$ cat src/rtl/core/pbrm_pkg.sv
`timescale 1ns / 1ps
`default_nettype none
package pbrm_pkg;

    // bitmap geometry
    localparam int MAX_PAGES  = 1048576;
    localparam int WORD_BITS  = 64;
    localparam int PAGE_SHIFT = 12;
    localparam int MAP_WORDS  = (MAX_PAGES + WORD_BITS - 1) / WORD_BITS;
    localparam int WIDX_W     = (MAP_WORDS > 1) ? $clog2(MAP_WORDS) : 1;
    localparam int BIT_W      = $clog2(WORD_BITS);
    localparam int PG_W       = $clog2(MAX_PAGES + 1);

    // field widths
    localparam int ADDR_W  = 48;
    localparam int LEN_W   = 33;
    localparam int START_W = ADDR_W - PAGE_SHIFT;
    localparam int NPG_W   = LEN_W - PAGE_SHIFT + 1;
    localparam int LIMR_W  = 21;
    localparam int FIRST_W = 20;
    localparam int USED_W  = 21;

    // stream and register port widths
    localparam int S_DATA_W = 88;
    localparam int M_DATA_W = 48;
    localparam int APB_AW   = 3;
    localparam int APB_DW   = 32;

    // register indexes
    localparam logic REG_PAGE_TOTAL = 1'b0;

    typedef enum logic [1:0] {
        STAT_OK       = 2'd0,
        STAT_RANGE    = 2'd1,
        STAT_CONFLICT = 2'd2
    } t_status;

    typedef enum logic [3:0] {
        S_CLEAR,
        S_IDLE,
        S_CHECK,
        S_READ,
        S_LATCH,
        S_WALK,
        S_WB_NEXT,
        S_WB_DONE,
        S_FINISH
    } t_state;

    typedef struct packed {
        logic load;
        logic check;
        logic clear;
        logic rd;
        logic latch;
        logic walk;
        logic wb;
        logic out_load;
    } t_dp_cmd;

    typedef struct packed {
        logic bad_start;
        logic zero_len;
        logic clear_last;
        logic walk_stop;
        logic walk_last;
        logic word_end;
        logic out_free;
    } t_dp_sts;

endpackage
`default_nettype wire

$ cat src/rtl/core/pbrm_ctrl.sv
`timescale 1ns / 1ps
`default_nettype none
module pbrm_ctrl (
    input  wire logic              i_clk,
    input  wire logic              i_rst_n,
    input  wire logic              i_s_tvalid,
    output logic                   o_s_tready,
    input  wire pbrm_pkg::t_dp_sts i_sts,
    output pbrm_pkg::t_dp_cmd      o_cmd
);
    import pbrm_pkg::*;

    t_state r_state;
    t_state n_state;

    // state register
    always_ff @(posedge i_clk) begin
        if (!i_rst_n) begin
            r_state <= S_CLEAR;
        end else begin
            r_state <= n_state;
        end
    end

    // next state
    always_comb begin
        n_state = r_state;
        unique case (r_state)
            S_CLEAR: begin
                if (i_sts.clear_last) n_state = S_IDLE;
            end
            S_IDLE: begin
                if (i_s_tvalid) n_state = S_CHECK;
            end
            S_CHECK: begin
                if (i_sts.bad_start || i_sts.zero_len) n_state = S_FINISH;
                else n_state = S_READ;
            end
            S_READ:  n_state = S_LATCH;
            S_LATCH: n_state = S_WALK;
            S_WALK: begin
                priority if (i_sts.walk_stop || i_sts.walk_last) n_state = S_WB_DONE;
                else if (i_sts.word_end) n_state = S_WB_NEXT;
                else n_state = S_WALK;
            end
            S_WB_NEXT: n_state = S_READ;
            S_WB_DONE: n_state = S_FINISH;
            S_FINISH: begin
                if (i_sts.out_free) n_state = S_IDLE;
            end
            default: n_state = S_CLEAR;
        endcase
    end

    // command outputs
    always_comb begin
        o_cmd      = '0;
        o_s_tready = 1'b0;
        unique case (r_state)
            S_CLEAR: o_cmd.clear = 1'b1;
            S_IDLE: begin
                o_s_tready = 1'b1;
                o_cmd.load = i_s_tvalid;
            end
            S_CHECK:   o_cmd.check = 1'b1;
            S_READ:    o_cmd.rd    = 1'b1;
            S_LATCH:   o_cmd.latch = 1'b1;
            S_WALK:    o_cmd.walk  = 1'b1;
            S_WB_NEXT: o_cmd.wb    = 1'b1;
            S_WB_DONE: o_cmd.wb    = 1'b1;
            S_FINISH:  o_cmd.out_load = i_sts.out_free;
            default: o_cmd = '0;
        endcase
    end

endmodule
`default_nettype wire

$ cat config.mk
export PLATFORM = sky130hd
export DESIGN_NAME = pbrm_ctrl
export DESIGN_NICKNAME = d
export VERILOG_FILES = /design/src/rtl/core/pbrm_pkg.sv /design/src/rtl/core/pbrm_ctrl.sv
export SDC_FILE = /design/constraint.sdc
export NUM_CORES = 1
export LEC_CHECK = 0
export BUFFER_PORTS_ARGS = -buffer_cell sky130_fd_sc_hd__buf_2
export CORE_AREA = 8 8 45 47
export DETAILED_ROUTE_END_ITERATION = 7
export DIE_AREA = 0 0 53 55
export GPL_ROUTABILITY_DRIVEN = 1
export GPL_TIMING_DRIVEN = 1
export PLACE_DENSITY = 0.57
export SLEW_MARGIN = 25
export SYNTH_ARGS = -nofsm -noshare
export SYNTH_HDL_FRONTEND = slang
export SYNTH_SLANG_ARGS = --single-unit
$ cat constraint.sdc
create_clock -name i_clk -period 1.65 [get_ports i_clk]
set_input_delay 0.33 -clock i_clk [delete_from_list [all_inputs] [get_ports i_clk]]
set_output_delay 0.33 -clock i_clk [all_outputs]
set_load 0.05 [all_outputs]
=== Word-level counts from Yosys, hierarchy flattened ===
Cells that the tools add are included.

* Equal/unequal tests: 11
* Mux-type cells: 16
* Reduce and logical (&&, ||, !) cells: 5

{| class="wikitable"
|+ Operators by type and width
! operator !! number
|-
| case mux 4 bit (9 select lines) || 1
|-
| == test 4 x 3 -> 1 bit, second input constant || 4
|-
| two-way mux 4 bit || 4
|-
| two-way mux 1 bit || 9
|-
| == test 4 x 2 -> 1 bit, second input constant || 2
|-
| inequality test 2 bit, second input constant || 3
|-
| == test 4 x 1 -> 1 bit, second input constant || 1
|-
| == test 4 bit, second input constant || 1
|-
| logical NOT 4 bit || 1
|-
| two-way mux 2 bit || 2
|-
| AND reduction 3 bit || 1
|-
| logical OR 1 bit || 2
|-
| OR reduction 2 bit || 1
|}

* Bits in registers: 4
* Bits of input ports: 10
* Output and inout port bits: 9
* Logic and storage cells: 33

=== Logic depth before layout (Yosys ltp) ===
Gate-level depths: netlist of the first run.

* Word-level depth: 3
* Depth in mapped cells: 5
* Depth with buffers taken out: 4

=== Least setup slack after synthesis of the first run ===
No wires, ideal clock.

* Path type: register -> output
* From: register r_state[1]
* To: output o_cmd[7] in the netlist's numbering
* Data arrival time: 2.250 ns
* Required time: 1.320 ns
* Path slack: -0.930 ns
* Stages on the path, launching flop included: 5
* Buffers on the path: 1
* Path through: dfxtp_1 buf_6 nand2b_2 nor3_1 and2_1

{| class="wikitable"
|+ RTL lines
! item !! RTL line !! RTL
|-
| from (decl) || pbrm_ctrl.sv:13 || <nowiki>t_state r_state;</nowiki>
|-
| from (signal assigned) || pbrm_ctrl.sv:21 || <nowiki>r_state <= n_state;</nowiki>
|-
| to (decl) || pbrm_ctrl.sv:9 || <nowiki>output pbrm_pkg::t_dp_cmd o_cmd</nowiki>
|}

==> metrics.md, run 1 <==
| Metric | Value |
|---|---|
| CTS Hold Bufs | 0 |
| DRT antenna net count | 0 |
| Layout Area Growth over Synthesis | 56.7% |
| Avg WL per Cell | roughly 12 um |
| Global-route wire length before repair | 1.66 mm |
| Pwr Total | about 600 uW |
| Tcrit/Tclk final | 0.970 |
| FF+latch count, synth | 4 |
| Post-Syn Area per Cell | roughly 7.3 um^2 |
| RSZ-0062 raised after global routing | true |
| Non-filler cells, final | between 80 and 90 |
| Synthesized instance count | 50 |
| Tightest Pin Transition | 293 ps |
| Worst-path clk slew | 40 ps |
| CP Class | flop to primary output |
| Leak Pwr | between 0.0002 and 0.0003 uW |
| Number of DRC markers in iteration 0 | 9 |
| CP max FO | 8 |
| Remaining global-route overflow | 0 |
| Most flops, register | r_state |
| Initial antenna violation count | 0 |
| Fillers | approximately 140 |
| Max_slew headroom | 0.802 |
| Worst vdd rail ir drop | between 0.3 and 0.4 mV |
| I/O Buffers | 18 |
| # rows | 14 |
| Tmin final | about 1600 ps |
| Die Area | about 3000 um^2 |
| CTS H-Tree Depth | 1 |
| Vias per std cell | slightly below 5 |
| RD Place Congestion | 0.832 |
| Setup crit end kind | primary output |
| Top cell type by total area after synthesis | dfxtp_1 |
| Final hold slack | approximately 390 ps |
| Ports | 19 |
| Seq. cell area | 88.8 um^2 |
| DRC | 0 |
| Max_cap viols | 0 |
| Clk buf depth | 2 |
| Core ar. | between 1000 and 1500 um^2 |
| Critical path startpoint category | flop |
| Total CTS buffers | 3 |
| WP data required | 1320 ps |
| Finish-stage setup viols | 0 |
| Largest registers | r_state (4) |
| Mapped Nets | 60 |
| Status | complete, no violations |
| Max FFs per register | 4 |
| Chip width | 53 um |
| Maximum clock frequency | roughly 0.63 GHz |
| Final Hold Fails | 0 |
| Via Count | between 400 and 500 |
| Synth Warn # | 0 |
| Clk_skew | ~0.43 ps |
| Tot GR Track Use | 0.0737 |
| Root Driver | clkbuf_4 |
| CP arrival | between 1000 and 1500 ps |
| Area of the multi-input gates | around 290 um^2 |
| Sequential area share after synthesis | 0.218 |
| Synth top area share | 0.218 |
| Synth unique cells | 27 |
| Layout cells sized above 1 | 0.528 |
| Antenna Cells | 0 |
| Nets | 84 |
| HP Class | primary input to flop |
| Largest net degree at the start of global routing | 15 |
| Slew Viols, Final | 0 |
| Power Density | 1050 nW/um^2 |
| First-pass iteration count of the detailed router | 4 |
| Syn Std Cell Area | between 300 and 400 um^2 |
| Vias in the first global route | between 400 and 500 |
| Post-Place Cells | 85 |
| Chip Height | between 50 and 60 um |
| TritonCTS clock tree | done |
| Clk_lat worst skew | roughly 230 ps |
| Routed WL | around 1.1 mm |
| Clk sink count | 4 |
| Dpl hpwl | slightly below 900 um |
| Ranking of synthesized cells by area | dfxtp_1 22%, nor3_1 8.2%, a21oi_1 6.8% |
| Starting Density | 0.265 |
layout by cell type (no fill, tap or decap), drive strengths merged, types with 2 or more instances in the layout:
cell type,n
o21ai,3
nor4,3
a21oi,5
buf,22
dfxtp,4
nor2,5
inv,2
clkbuf,4
nand2,3
nand2b,2
nor3,6
cell type report:
type / instances / area share
clock buffer: 3 / 0.0392
tap: 16 / 0.0349
timing repair buffer: 23 / 0.261
multi-input combinational: 40 / 0.497
inverter: 2 / 0.0131
sequential: 4 / 0.155
timing repair:
item / 4_1_cts / 5_1_grt
resized for setup: 6 / 11
setup endpoints to repair: 8 / 6
pin swaps: 0 / 1
buffers inserted: 0 / 0
cells in the mapped netlist:
| cell | instances |
|---|---|
| nor3_1 | 6 |
| a21oi_1 | 5 |
| nor2_1 | 5 |
| dfxtp_1 | 4 |
| buf_2 | 3 |
| nand2_1 | 3 |
| inv_1 | 2 |
| nor4_1 | 2 |
| o21ai_1 | 2 |
| a211o_1 | 1 |
| a211oi_2 | 1 |
| a21bo_2 | 1 |
| and2_1 | 1 |
| and3_1 | 1 |
| and4b_1 | 1 |
| buf_6 | 1 |
| nand2b_1 | 1 |
| nand2b_2 | 1 |
| nand3b_1 | 1 |
| nor2b_1 | 1 |
| nor3b_1 | 1 |
| nor4_4 | 1 |
| nor4b_1 | 1 |
| o21ai_0 | 1 |
| o22ai_1 | 1 |
| or3_1 | 1 |
| or4_1 | 1 |
through the flow:
step	cell area (um^2)	utilization	TNS, ps	setup slack (ps)
6_report	574	0.415	0	50.3
5_1_grt	574	0.415	-11.9	-11.9
4_1_cts	551	0.398	0	6.22
3_5_place_dp	515	0.373	0	109
3_3_place_gp	515	0.373	0	138
2_1_floorplan	394	-	-539	-242
cell families (layout without fill, tap and decap cells):
family                 Yosys count  in the layout  share of synthesized area
AND/OR/NAND/NOR                 28             28                      0.478
flip-flops                       4              4                      0.218
buffers and inverters            6             28                     0.0921
AO/OA/AOI/OAI                   12             12                      0.212
critical path: stages (launching register included):
cell and delay (ps):
dfxtp_2 360, buf_4 170, nor4_4 300, buf_6 200
path summary, 6_finish.rpt:
kind                            slack, ps  depth (start not counted)         end        from
worst min register to register        560                          1  r_state[2]  r_state[3]
worst max-delay path                   50                          3    o_cmd[6]  r_state[0]
worst min-delay path                  390                          2  r_state[1]     i_rst_n
worst max register to register        270                          4  r_state[0]  r_state[3]
routing by layer:
layer / track usage / share of wire
met4: 0.0259 / 0
met1: 0.0910 / 0.44
met5: 0 / 0
met2: 0.113 / 0.47
met3: 0.0294 / 0.086
where the power goes:
group | switching [uW] | internal [uW]
sequential | 31.8 | 111
clock | 38.0 | 81.2
combinational | 207 | 133
(Power assumes the default switching activity.)
==> run 2, diff against run 1 <==
PLACE_DENSITY = default   (was 0.57)
clock period = 1.83 ns   (was 1.65 ns; I/O delays follow)
==> run 2 against run 1 <==
Sequential share of layout area rose by 0.17 points. Sequential power fell by 14%. Critical endpoint is now o_cmd[2]. Clock skew rose by 3.0 ps. Largest cell class unchanged. Clock power fell by 11%. Count of clock-buffer cells in the layout did not move. First-iteration DRC count rose by 33%. Global-route usage rose by 0.55 points. Die area did not move.
==> metrics.md, run 2 (synthesized netlist as in run 1, its figures left out) <==
| Metric | Value |
|---|---|
| Via Count | between 400 and 500 |
| CP arrival | around 1300 ps |
| Clk_lat worst skew | about 230 ps |
| Placed Area | between 500 and 600 um^2 |
| Vias in the first global route | just under 400 |
| RD Place Congestion | ~0.75 |
| Tcrit/Tclk final | 0.935 |
| Die Area | 2920 um^2 |
| Max FFs per register | 4 |
| Dpl hpwl | ~830 um |
| Finish-stage setup viols | 0 |
| Clock share of power | 0.205 |
| Tot GR Track Use | 0.0793 |
| Final hold slack | ~430 ps |
| Internal power | ~270 uW |
| Final Util | 0.382 |
| Max_slew headroom | 0.796 |
| Antenna Cells | 0 |
| Non-filler cells, final | 86 |
| Leak Pwr | between 0.0002 and 0.00025 uW |
| DRC | 0 |
| Root Driver | clkbuf_4 |
| Vias per std cell | approximately 4.9 |
| NetSw | ~240 uW |
| Post-CTS setup buffers | 0 |
| Max_cap viols | 0 |
| Sequential share of power | 0.238 |
| Number of DRC markers in iteration 0 | 12 |
| Chip Height | 55 um |
| Worst-path clk slew | about 40 ps |
| CTS H-Tree Depth | 1 |
| CTS-repair resized insts | 0 |
| Commonest cells after routing, fill and taps aside | 17 x buf_2, 5 x nor2_1, 5 x a21oi_1 |
| TritonCTS clock tree | done |
| Critical path startpoint category | flop |
| Worst R2R Setup Slack | just over 400 ps |
| Avg WL per Cell | roughly 12 um |
| Total CTS buffers | 3 |
| Logic pwr share | 0.557 |
| Starting Density | 0.265 |
| Initial antenna violation count | 0 |
| Layout Area Growth over Synthesis | 44.0% |
| HP Class | primary input to flop |
| CP Class | flop to primary output |
| Slew Viols, Final | 0 |
| I/O Buffers | 18 |
| Clk_skew | between 3 and 4 ps |
| Ports | 19 |
| Sw Share | 0.469 |
| Status | complete, no violations |
| Pwr Total | approximately 520 uW |
| Core ar. | 1380 um^2 |
| Largest net degree at the start of global routing | 15 |
| Nets | between 80 and 90 |
| Most flops, register | r_state |
| CP Launch Point | r_state[2] |
| WP data required | about 1500 ps |
| Routed WL | around 1.0 mm |
| First-pass iteration count of the detailed router | 4 |
| Tightest Pin Transition | just over 300 ps |
| Layout cells sized above 1 | 0.486 |
| DRT antenna net count | 0 |
| # rows | 14 |
| Largest registers | r_state (4) |
| RSZ-0062 raised after global routing | false |
| Worst vdd rail ir drop | 0.406 mV |
| Maximum clock frequency | between 0.5 and 0.6 GHz |
| Tmin final | about 1700 ps |
| Post-Place Cells | slightly above 80 |
| Chip width | 53 um |
| Design Area, Final | 528 um^2 |
| Final Hold Fails | 0 |
| Global-route wire length before repair | 1.77 mm |
| Commonest non-fill, non-tap cell in the layout | buf_2 |
| Hold path start | i_rst_n |
| Clk sink count | 4 |
| Setup crit end kind | primary output |
| Remaining global-route overflow | 0 |
| CTS Hold Bufs | 0 |
| Clk buf depth | 2 |
| CP max FO | 8 |
| Power Density | ~980 nW/um^2 |
| RR Startpoint | r_state[2] |
-- run 2: metrics by stage --
step	setup slack, ps	setup TNS (ps)
finish	120	0
global route	12.0	0
CTS	1.92	0
detailed placement	259	0
global placement	276	0
floorplan	-98.2	-141
-- run 2: worst paths after layout --
| path | depth (start not counted) | end |
|---|---|---|
| min | 3 | r_state[3] |
| max reg2reg | 4 | r_state[3] |
| min reg2reg | 2 | r_state[3] |
| max | 3 | o_cmd[2] |
-- run 2: layout make-up --
type,instances,area (um^2)
fillers,156,856
multi-input cells,40,280
repair buffers,21,115
clock buffers,3,22.5
inverters,2,7.51
flip-flops and latches,4,82.6
well taps,16,20.0
-- run 2: layer usage --
metal  track usage  wire (um)  vias to the layer above
met5             0          0                        -
met4        0.0259          0                        0
met3        0.0374         88                        0
met2         0.105        443                       21
met1         0.108        508                      176
li1              -          -                      226
-- run 2: power by group through the flow --
stage | Clock (uW) | Sequential (uW) | Combinational, uW
after floorplan | 0 | 109 | 233
after global placement | 0 | 122 | 287
after detailed placement | 0 | 122 | 287
after CTS | 111 | 122 | 287
after global routing | 120 | 126 | 307
final | 106 | 123 | 288
-- run 2: critical path, cell delays in order (launching register included) --
cell,delay [ps]
dfxtp_1,490
nand2b_1,180
nor2_1,160
buf_2,280
==> run 3, diff against run 2 <==
--- a/config.mk
+++ b/config.mk
@@ -8,2 +8,3 @@
 export BUFFER_PORTS_ARGS = -buffer_cell sky130_fd_sc_hd__buf_2
+export CAP_MARGIN = 0
 export CORE_AREA = 8 8 45 47
==> constraint.sdc (replaced) <==
create_clock -name i_clk -period 1.83 [get_ports i_clk]
set_input_delay 0.183 -clock i_clk [delete_from_list [all_inputs] [get_ports i_clk]]
set_output_delay 0.183 -clock i_clk [all_outputs]
set_load 0.05 [all_outputs]
==> run 3 against run 2 <==
Die area unchanged. Clock skew increased by 1.3 ps. Wire length decreased by 2.1%. Global-route usage decreased by 0.40 points. Register-to-register slack improved by 60 ps. Hold slack got worse by 200 ps. Setup slack improved by 120 ps. First-iteration DRC count decreased by 58%. Sequential power increased by 15%. Final area decreased by 4.5%. Critical path type unchanged. Critical endpoint is now o_cmd[6]. Largest cell class unchanged.
==> metrics.md, run 3 (synthesized netlist as in run 1, its figures left out) <==
| Metric | Value |
|---|---|
| Top delay family on crit path | buffers and inverters |
| Clk_skew | ~4.8 ps |
| Ports | 19 |
| Antenna Cells | 0 |
| Total CTS buffers | 3 |
| CP Launch Point | r_state[3] |
| RD Place Congestion | 0.747 |
| I/O Buffers | 18 |
| Maximum clock frequency | roughly 0.63 GHz |
| Largest registers | r_state (4) |
| Hold path start | i_rst_n |
| Post-Place Cells | ~80 |
| Chip Height | around 55 um |
| First-pass iteration count of the detailed router | 4 |
| Critical path startpoint category | flop |
| Hold path depth | 2 |
| Area of the multi-input gates | 274 um^2 |
| Most flops, register | r_state |
| Initial antenna violation count | 0 |
| RSZ-0062 raised after global routing | false |
| Root Driver | clkbuf_4 |
| CP peak stage delay | between 300 and 400 ps |
| Setup crit end kind | primary output |
| HP Class | primary input to flop |
| CP Class | flop to primary output |
| Vias per std cell | about 5.0 |
| Max_cap viols | 0 |
| Worst vdd rail ir drop | ~0.36 mV |
| DRC | 0 |
| Worst R2R Setup Slack | 470 ps |
| Dpl hpwl | 816 um |
| Critical path cell sequence | buf_4 > nor4_4 > buf_2 |
| Global-route wire length before repair | 1.66 mm |
| TritonCTS clock tree | done |
| CP arrival | 1410 ps |
| WP data required | between 1500 and 2000 ps |
| Leak Pwr | 0.000228 uW |
| Layout Area Growth over Synthesis | 37.5% |
| Tightest Pin Transition | between 300 and 400 ps |
| Max stage delay cell, worst path | dfxtp_1 |
| Core ar. | around 1400 um^2 |
| Remaining global-route overflow | 0 |
| Non-filler cells, final | 84 |
| Status | complete, no violations |
| Commonest cells after routing, fill and taps aside | 18 x buf_2, 5 x nor2_1, 5 x a21oi_1 |
| Nets | 80 |
| CTS Hold Bufs | 0 |
| Final Hold Fails | 0 |
| DRT antenna net count | 0 |
| Clk_lat worst skew | between 200 and 250 ps |
| Vias in the first global route | just over 400 |
| Finish-stage setup viols | 0 |
| RR Startpoint | r_state[2] |
| Chip width | 53 um |
| Layout cells sized above 1 | 0.471 |
| CTS H-Tree Depth | 1 |
| Worst Hold End | r_state[1] |
| Routed WL | around 1.0 mm |
| Slew Viols, Final | 0 |
| Clk buf depth | 2 |
| Number of DRC markers in iteration 0 | 5 |
| Fillers | around 150 |
| Seq. cell area | between 80 and 90 um^2 |
| CP max FO | 8 |
| Tcrit/Tclk final | 0.870 |
| Commonest non-fill, non-tap cell in the layout | buf_2 |
| Starting Density | 0.265 |
| Tot GR Track Use | 0.0753 |
| Max FFs per register | 4 |
| # rows | 14 |
| Worst-path clk slew | ~40 ps |
| Power Density | 972 nW/um^2 |
| Largest net degree at the start of global routing | 16 |
| R2r endpoint | r_state[0] |
| Reg2reg path depth | 4 |
| Die Area | 2920 um^2 |
| Avg WL per Cell | roughly 12 um |
| Tmin final | about 1600 ps |
| Max_slew headroom | 0.794 |
| Clk sink count | 4 |
| Buf/Inv on CP | 2 |
| Via Count | between 400 and 500 |
| Final TNS setup | 0 ps |
-- run 3: cell count changes in the layout (fill, tap and decap cells not counted), sizes merged --
cell  previous run  this run
buf             21        19
-- run 3: stage by stage --
stage / hold slack, ps / cell area, um^2 / power, uW / setup slack (ps) / util
2_1_floorplan: 346 / 383 / 335 / -132 / -
3_3_place_gp: 464 / 474 / 379 / 343 / 0.343
3_5_place_dp: 469 / 474 / 381 / 315 / 0.343
4_1_cts: 227 / 497 / 495 / 62.3 / 0.359
5_1_grt: 229 / 504 / 532 / 130 / 0.364
6_report: 229 / 504 / 490 / 239 / 0.364
-- run 3: worst max path at each step --
| stage | to | slack (ps) | cells after the start |
|---|---|---|---|
| 3_3_place_gp | o_cmd[0] | 340 | 3 |
| 6_report | o_cmd[6] | 240 | 3 |
| 2_1_floorplan | o_cmd[7] | -130 | 4 |
| 5_1_grt | o_cmd[6] | 130 | 3 |
| 4_1_cts | o_cmd[0] | 60 | 3 |
| 3_5_place_dp | o_cmd[0] | 310 | 3 |
-- run 3: area by class of cell --
| cell class | instances | area share |
|---|---|---|
| Clock buffer | 3 | 0.0447 |
| Inverter | 2 | 0.0149 |
| Multi-Input combinational cell | 40 | 0.543 |
| Sequential cell | 4 | 0.164 |
| Tap cell | 16 | 0.0397 |
| Timing Repair Buffer | 19 | 0.194 |
-- run 3: where the power goes --
group	total (uW)	switching (uW)	internal (uW)
sequential	141	39.9	101
combinational	241	160	81.7
clock	108	34.5	73.2
total	490	234	256
-- run 3: what timing repair did --
| action | 4_1_cts | 5_1_grt |
|---|---|---|
| endpoints found under the setup margin | 0 | 4 |
| buffers inserted | 0 | 0 |
| resized for setup | 0 | 3 |
-- run 3: worst register-to-register path, cell delays in order, from the launching register on --
cell and delay, ps:
dfxtp_2 400, or4_1 520, o21ai_1 80, a21oi_1 60
a211oi_2 210
-- run 3: routing by layer --
layer	up-vias	track usage	share of wire
li1	221	-	-
met1	187	0.0773	0.44
met2	12	0.113	0.44
met3	2	0.0374	0.11
met4	0	0.0647	0.014
met5	-	0	0
